===== src/rtl/owned_message_fifo_macros.svh =====
// Assertion macros for the owned message FIFO.
`ifndef OWNED_MESSAGE_FIFO_MACROS_SVH
`define OWNED_MESSAGE_FIFO_MACROS_SVH

`ifndef NO_ASSERTIONS

// Condition holds at every edge outside reset.
`define OMF_ASSERT_ALWAYS(label, clk, rst, cond) \
  label: assert property (@(posedge clk) disable iff (rst) (cond)) \
    else $error("owned_message_fifo: invariant violated");

// Antecedent implies consequent in the same cycle.
`define OMF_ASSERT_IMPLIES(label, clk, rst, ante, cons) \
  label: assert property (@(posedge clk) disable iff (rst) (ante) |-> (cons)) \
    else $error("owned_message_fifo: implication violated");

// Antecedent implies consequent in the next cycle.
`define OMF_ASSERT_NEXT(label, clk, rst, ante, cons) \
  label: assert property (@(posedge clk) disable iff (rst) (ante) |=> (cons)) \
    else $error("owned_message_fifo: next-cycle check violated");

`else

`define OMF_ASSERT_ALWAYS(label, clk, rst, cond)
`define OMF_ASSERT_IMPLIES(label, clk, rst, ante, cons)
`define OMF_ASSERT_NEXT(label, clk, rst, ante, cons)

`endif

`endif


===== src/rtl/omf_pkg.sv =====
// Types and codes shared by the owned message FIFO.
`timescale 1ns / 1ps

package omf_pkg;

  localparam int MsgW    = 32;
  localparam int TaskW   = 8;
  localparam int FillW   = 5;
  localparam int StatusW = 2;

  typedef enum logic [StatusW-1:0] {
    ST_OK     = 2'd0,
    ST_FULL   = 2'd1,
    ST_EMPTY  = 2'd2,
    ST_NOPERM = 2'd3
  } status_t;

  typedef enum logic {
    ACT_ENQ = 1'b0,
    ACT_DEQ = 1'b1
  } action_t;

endpackage


===== src/rtl/owned_message_fifo.sv =====
// Message FIFO with an owning task: enqueue from anyone, dequeue by the owner only.
`timescale 1ns / 1ps
// An accepted item passes through the input register, then the result register, where its result is valid.
// Throughput: 1 item per cycle while the result is not stalled; each item is decided by one pass
// of logic between the input and result registers, which also updates the ring pointers and slot memory.
// Reset (rst, synchronous, active high) clears pointers, count, owner register and valid bits.
// Slot contents are not cleared; the ring only reads slots it wrote, so no clearing pass runs.

`include "owned_message_fifo_macros.svh"

module owned_message_fifo #(
  parameter int DEPTH      = 16,
  parameter int ITEM_BYTES = 4
) (
  input  logic                         clk,
  input  logic                         rst,
  // input channel
  input  logic                         in_valid,
  output logic                         in_stall,
  input  logic                         action,
  input  logic [omf_pkg::MsgW-1:0]     message_in,
  input  logic [omf_pkg::TaskW-1:0]    task_id,
  // result channel
  output logic                         out_valid,
  input  logic                         out_stall,
  output logic [omf_pkg::StatusW-1:0]  status,
  output logic [omf_pkg::MsgW-1:0]     message_out,
  output logic [omf_pkg::FillW-1:0]    fill_count,
  // configuration channel
  input  logic                         cfg_valid,
  output logic                         cfg_ready,
  input  logic [omf_pkg::TaskW-1:0]    cfg_data
);

  localparam int ItemW = (ITEM_BYTES >= 4) ? omf_pkg::MsgW : ITEM_BYTES * 8;
  localparam int PtrW  = (DEPTH > 1) ? $clog2(DEPTH) : 1;
  localparam int CntW  = $clog2(DEPTH + 1);

  localparam logic [PtrW-1:0] LastSlot = PtrW'(DEPTH - 1);
  localparam logic [CntW-1:0] FullCnt  = CntW'(DEPTH);

  // slot memory
  logic [ItemW-1:0] slot_store [DEPTH];

  // ring state
  logic [PtrW-1:0] read_slot, read_slot_next;
  logic [PtrW-1:0] write_slot, write_slot_next;
  logic [CntW-1:0] held_count, held_count_next;
  logic [omf_pkg::TaskW-1:0] owner_task;

  // input register
  logic                      s1_valid;
  omf_pkg::action_t          s1_action;
  logic [ItemW-1:0]          s1_msg;
  logic [omf_pkg::TaskW-1:0] s1_task;

  // decision
  logic             advance;
  logic             enq_ok;
  logic             deq_ok;
  omf_pkg::status_t status_next;

  // result register
  omf_pkg::status_t out_status;

  assign cfg_ready = 1'b1;
  assign advance   = s1_valid && (!out_valid || !out_stall);
  assign in_stall  = s1_valid && out_valid && out_stall;

  always_comb begin
    enq_ok      = 1'b0;
    deq_ok      = 1'b0;
    status_next = omf_pkg::ST_OK;
    case (s1_action)
      omf_pkg::ACT_ENQ: begin
        if (held_count >= FullCnt) begin
          status_next = omf_pkg::ST_FULL;
        end else begin
          enq_ok = 1'b1;
        end
      end
      omf_pkg::ACT_DEQ: begin
        // empty check takes priority over the owner check
        if (held_count == '0) begin
          status_next = omf_pkg::ST_EMPTY;
        end else if (s1_task != owner_task) begin
          status_next = omf_pkg::ST_NOPERM;
        end else begin
          deq_ok = 1'b1;
        end
      end
      default: begin
        status_next = omf_pkg::ST_OK;
      end
    endcase
  end

  always_comb begin
    read_slot_next  = read_slot;
    write_slot_next = write_slot;
    held_count_next = held_count;
    if (enq_ok) begin
      write_slot_next = (write_slot == LastSlot) ? '0 : write_slot + 1'b1;
      held_count_next = held_count + 1'b1;
    end
    if (deq_ok) begin
      read_slot_next  = (read_slot == LastSlot) ? '0 : read_slot + 1'b1;
      held_count_next = held_count - 1'b1;
    end
  end

  // control state
  always_ff @(posedge clk) begin
    if (rst) begin
      s1_valid   <= 1'b0;
      out_valid  <= 1'b0;
      read_slot  <= '0;
      write_slot <= '0;
      held_count <= '0;
      owner_task <= '0;
    end else begin
      if (cfg_valid && cfg_ready) begin
        owner_task <= cfg_data;
      end
      if (in_valid && !in_stall) begin
        s1_valid <= 1'b1;
      end else if (advance) begin
        s1_valid <= 1'b0;
      end
      if (advance) begin
        out_valid  <= 1'b1;
        read_slot  <= read_slot_next;
        write_slot <= write_slot_next;
        held_count <= held_count_next;
      end else if (!out_stall) begin
        out_valid <= 1'b0;
      end
    end
  end

  // input register payload
  always_ff @(posedge clk) begin
    if (in_valid && !in_stall) begin
      s1_action <= omf_pkg::action_t'(action);
      s1_msg    <= message_in[ItemW-1:0];
      s1_task   <= task_id;
    end
  end

  // slot memory write
  always_ff @(posedge clk) begin
    if (advance && enq_ok) begin
      slot_store[write_slot] <= s1_msg;
    end
  end

  // result register payload; the slot read lands here directly
  always_ff @(posedge clk) begin
    if (advance) begin
      out_status <= status_next;
      fill_count <= omf_pkg::FillW'(held_count_next);
      if (deq_ok) begin
        message_out <= omf_pkg::MsgW'(slot_store[read_slot]);
      end else begin
        message_out <= '0;
      end
    end
  end

  assign status = out_status;

  `OMF_ASSERT_ALWAYS(a_count_bound, clk, rst, held_count <= FullCnt)
  `OMF_ASSERT_IMPLIES(a_empty_ptrs, clk, rst, held_count == '0, read_slot == write_slot)
  `OMF_ASSERT_IMPLIES(a_fail_zero, clk, rst, out_valid && out_status != omf_pkg::ST_OK, message_out == '0)
  `OMF_ASSERT_NEXT(a_hold_s1, clk, rst, s1_valid && out_valid && out_stall, s1_valid)

endmodule

===== config.mk =====
export PLATFORM = sky130hd
export DESIGN_NAME = owned_message_fifo
export DESIGN_NICKNAME = d
export VERILOG_FILES = /design/src/rtl/omf_pkg.sv /design/src/rtl/owned_message_fifo.sv
export VERILOG_INCLUDE_DIRS = /design/src /design/src/rtl
export SDC_FILE = /design/constraint.sdc
export NUM_CORES = 1
export LEC_CHECK = 0
export ABC_AREA = 1
export BUFFER_PORTS_ARGS = -buffer_cell sky130_fd_sc_hd__clkbuf_2
export CAP_MARGIN = 25
export CORE_ASPECT_RATIO = 0.7
export CORE_MARGIN = 4
export CORE_UTILIZATION = 29
export CTS_CLUSTER_SIZE = 12
export DETAILED_ROUTE_END_ITERATION = 6
export SLEW_MARGIN = 30
export SYNTH_ARGS = -nofsm -noshare
export SYNTH_HDL_FRONTEND = slang
export SYNTH_SLANG_ARGS = --single-unit

===== constraint.sdc =====
create_clock -name clk -period 6.9 [get_ports clk]
set_clock_uncertainty 0.1 [all_clocks]
set_input_delay 1.38 -clock clk [delete_from_list [all_inputs] [get_ports clk]]
set_output_delay 1.38 -clock clk [all_outputs]
set_load 0.1 [all_outputs]

Word-level counts from Yosys, hierarchy flattened

Memory sizes are Yosys's and may differ from the RTL's. A register that Yosys moved wholly into a read port is not among the register bits.
Cells that the tools add are included.
Widths: inputs -> output; s select.

Bitwise logic cells: 1
Eq/ne operators: 4
Multiplexer cells: 19
Reduce and logical (&&, ||, !) cells: 14
$lt $le $gt $ge: 1
$add $sub $neg: 4

Operators by type and width:

| operator            | count |
|---|---|
| $mux 1              | 12 |
| $mux 5              | 2 |
| $add 4x1->4 const B | 2 |
| $eq 4x4->1 const B  | 2 |
| $mux 4              | 2 |
| $ne 8x8->1          | 1 |
| $add 5x1->5 const B | 1 |
| $ge 5x5->1 const B  | 1 |
| $logic_and 1x1->1   | 5 |
| $logic_not 5->1     | 1 |
| $sub 5x1->5 const B | 1 |
| $logic_not 1->1     | 4 |
| $mux 2              | 2 |
| $pmux 2 s2          | 1 |
| $reduce_and 2->1    | 2 |
| $ne 2x1->1 const B  | 1 |
| $reduce_bool 2->1   | 1 |
| $logic_or 1x1->1    | 1 |
| $not 1->1           | 1 |

Input port bits: 54
Word-level logic and storage cells: 55
Bits in registers: 71
Memories: 1
RAM bits: 512

Memories:

| name       | depth | width | read ports | clocked after Yosys merged registers in | wr ports | RTL line                 | text |
|---|---|---|---|---|---|---|---|
| slot_store | 16    | 32    | 1          | 1                                       | 1        | owned_message_fifo.sv:43 | `logic [ItemW-1:0] slot_store [DEPTH];` |

Depth between registers and ports, before layout

Word-level depth: 6
Depth in mapped cells: 11
Depth with buffers taken out: 11

Worst setup path before layout

Ideal clock, no wire load.

Path type: input to output
Start: in out_stall
End: out in_stall
Arrival time: 2.785 ns
Stages: 2
Setup slack: 2.635 ns
Cell sequence: nand2_1 > nor2_1

Word-level cells in the longest chain between the ends: 1

Ends and longest elaborated chain:

| element            | RTL line                 | text |
|---|---|---|
| start: declaration | owned_message_fifo.sv:25 | `input logic out_stall,` |
| $logic_and 1x1->1  | owned_message_fifo.sv:68 | `assign in_stall = s1_valid && out_valid && out_stall;` |
| end: declaration   | owned_message_fifo.sv:19 | `output logic in_stall,` |

No other way between the ends.

Worst setup path after layout

Ends and elaborated chain as after synthesis.

==> results.py <==
metrics = {
    "outcome": {
        "status": "complete, no violations",
    },
    "setup_path": {
        "rr_worst_depth": 8,
        "crit_top_cell": "clkbuf_2",
        "cp_cell_sequence": "clkbuf_2, nand2_1, nor2_1, clkbuf_2",
        "crit_buf_inv": 2,
        "worst_setup_path_end_kind": "output pin",
        "critical_path.max_stage_delay_ps": 480,
        "worstPathRequired_ps": 5420,
        "cp.arrival_ps": 2140,
        "startpoint_type": "primary input",
        "crit_type": "in -> out",
        "reg2reg_from": "read_slot[1]",
        "critPathTopFamily": "buffers and inverters",
        "cp_max_fo": 3,
        "crit_path_top_delay_cell": "clkbuf_2",
        "r2r_end": "message_out[25]",
        "ff2ff_setup_slack_ps": 3720,
    },
    "die": {
        "chipHeight_microns": 246,
        "rows": 87,
        "io-pin-count": 96,
        "core_sq_mm": 0.0806,
        "initial_core_util": 0.292,
        "dieArea_sq_mm": 0.0859,
        "die_x_microns": 349,
    },
    "placement": {
        "port_buffers": 94,
        "place_congestion": 0.770,
        "place_ws_ps": 3150,
        "placed_area_sq_mm": 0.0254,
        "dpl.cell_count": 2761,
        "hpwlAfterDp_mm": 32.7,
    },
    "route": {
        "ant_nets": 0,
        "top_layer": "met4",
        "drtIter0Drc": 1517,
        "drc": 0,
        "wirelength_mm": 57.7,
        "firstDrtPassIters": 6,
        "met1Wirelength_mm": 27.4,
        "wl_met2_mm": 25.3,
        "routedWlPerCell_microns": 20.3,
        "route.vias.total": 13800,
        "viasPerCell": 4.86,
        "met3_length_mm": 3.98,
    },
    "yosys": {
        "syn_inst": 1663,
        "synth_top_cells_by_area": "edfxtp_1 75%, nand2_1 5.3%, a21oi_1 3.8%, o221ai_1 2.4%, dfxtp_1 2.0%",
        "synthArstFlopShare": 0,
        "seq_area_frac_synth": 0.775,
        "avgSynthCellArea_sq_um": 14.2,
        "synth_top_area_cell": "edfxtp_1",
        "yosys_most_used_dff": "edfxtp_1",
        "synth-seq-cells": 615,
        "syn_nets": 1725,
        "yosys_warnings": 0,
        "yosysUniqueCellTypes": 31,
        "synth_edf_count": 592,
        "syn_area_sq_mm": 0.0235,
        "yosys.area.top_type_share": 0.755,
    },
    "layout": {
        "nNetsFinal": 1817,
        "diodes": 0,
        "final_common_cell": "edfxtp_1",
        "drive_gt1_frac": 0.147,
        "fin_area_sq_mm": 0.0272,
        "finalNonFillerCells": 2846,
        "area_delta_synth_final_pct": 15.5,
        "utilization": 0.338,
        "final_cell_mix": "592 x edfxtp_1, 333 x nand2_1, 181 x a21oi_1, 94 x clkbuf_2, 92 x o21ai_0",
    },
    "clock_tree": {
        "cts_buffers": 59,
        "cts_resized": 0,
        "clock_sinks": 615,
        "hold_buffers": 0,
        "htreeDepth": 2,
        "max-clock-path-buffers": 3,
        "cts_tree": "done",
        "clkSlewWorstSetupHoldPaths_ps": 60,
        "cts_root_buf": "clkbuf_16",
        "cts_setup_buffers": 0,
        "clock_latency_ps": 620,
    },
    "grt": {
        "first_global_vias": 13700,
        "grt_overflow": 0,
        "grt_start_max_net_pins": 130,
        "antenna_found_initial": 0,
        "grt_pass1_wl_mm": 86.5,
        "grt_usage": 0.132,
    },
    "sta": {
        "setup_slack_ps": 3280,
        "finalMaxSlewViolations": 0,
        "holdWs_ps": 361,
        "relSlewSlack": 0.317,
        "rsz0062_at_grt": "no",
        "finalCritPeriodShare": 0.524,
        "fin_crit_ps": 3620,
        "report.final.hold_viol_count": 0,
        "worstMarginPinSlew_ps": 1020,
        "fin_setup_tns_ps": 0,
        "max_freq_ghz": 0.276,
        "setup_viol": 0,
    },
    "min_path": {
        "worstHoldStart": "owner_task[6]",
        "hold_path_class": "reg -> reg",
        "hold_path_depth": 2,
        "hold_path_end": "owner_task[6]",
    },
    "power_and_ir_drop": {
        "total_leakage_power_nw": 9.46,
        "p_per_area_mw_per_mm2": 272,
        "vdd_drop_max_mv": 0.193,
        "power_mw": 7.39,
    },
    "run": {
        "maxCapViolations": 0,
    },
}
## layout make-up
cell class	instances	area, sq um
Sequential cell	615	18200
Multi-Input combinational cell	899	4780
Clock buffer	73	1550
Clock inverter	11	164
Timing Repair Buffer	126	910
Fill cell	7735	53400
Inverter	54	208
Tap cell	1068	1340
## worst min-delay path, cell delays in order (launching register included)
cell,delay (ps)
dfxtp_1,310
inv_2,50
a21oi_1,50
## how the worst max path moves through the flow
stage              start                end  slack (ps)  cells after the start
5_1_grt        out_stall           in_stall        3210                      4
4_1_cts        out_stall           in_stall        3270                      4
3_3_place_gp   out_stall  slot_store[11][8]        2990                      8
6_report       out_stall           in_stall        3280                      4
2_1_floorplan  out_stall           in_stall        2630                      2
3_5_place_dp   out_stall  slot_store[5][13]        3150                      7
## flip-flops by register name, indices dropped and copies added (netlist names)
signal and cells:
s1_action 1, message_out 32, fill_count 5, s1_task 8
s1_valid 1, s1_msg 32, out_valid 1, write_slot 4
slot_store 512, held_count 5, read_slot 4, owner_task 8
status 2
## Yosys cell counts, types with 3 or more instances
| cell type | instances |
|---|---|
| ha_1 | 8 |
| buf_4 | 11 |
| o21ai_0 | 92 |
| dfxtp_1 | 23 |
| nand2_1 | 334 |
| nand2_2 | 3 |
| inv_2 | 9 |
| buf_6 | 4 |
| inv_1 | 45 |
| xnor2_1 | 3 |
| a21oi_1 | 181 |
| nor3_2 | 30 |
| edfxtp_1 | 592 |
| nor2_2 | 3 |
| o21ai_1 | 16 |
| nor2_1 | 61 |
| nand4_1 | 7 |
| o22ai_1 | 64 |
| clkbuf_1 | 37 |
| nand3_1 | 17 |
| xor2_1 | 6 |
| nor3_1 | 3 |
| o221ai_1 | 64 |
| buf_2 | 43 |
## layer usage
metal / global-route usage / vias up
li1: - / 6382
met1: 0.197 / 6849
met2: 0.201 / 529
met3: 0.0226 / 70
met4: 0.0329 / 0
met5: 0 / -
## power by group
part           total (mW)  switching [mW]  leakage [nW]  internal, mW
clock network        3.02            1.31         0.831          1.71
registers            4.20          0.0602          5.60          4.14
logic               0.182           0.139          3.03        0.0426
total                7.39            1.51          9.46          5.88
## cell families after synthesis
family                   Yosys count  synth area share
buffers and inverters            149            0.0291
XOR/XNOR                           9           0.00335
adder cells (fa/ha/maj)            8           0.00425
AO/OA/AOI/OAI                    419             0.103
AND/OR/NAND/NOR                  462            0.0858
other                              1          0.000159
flip-flops                       615             0.775
Power figures use the tool's default switching activity.
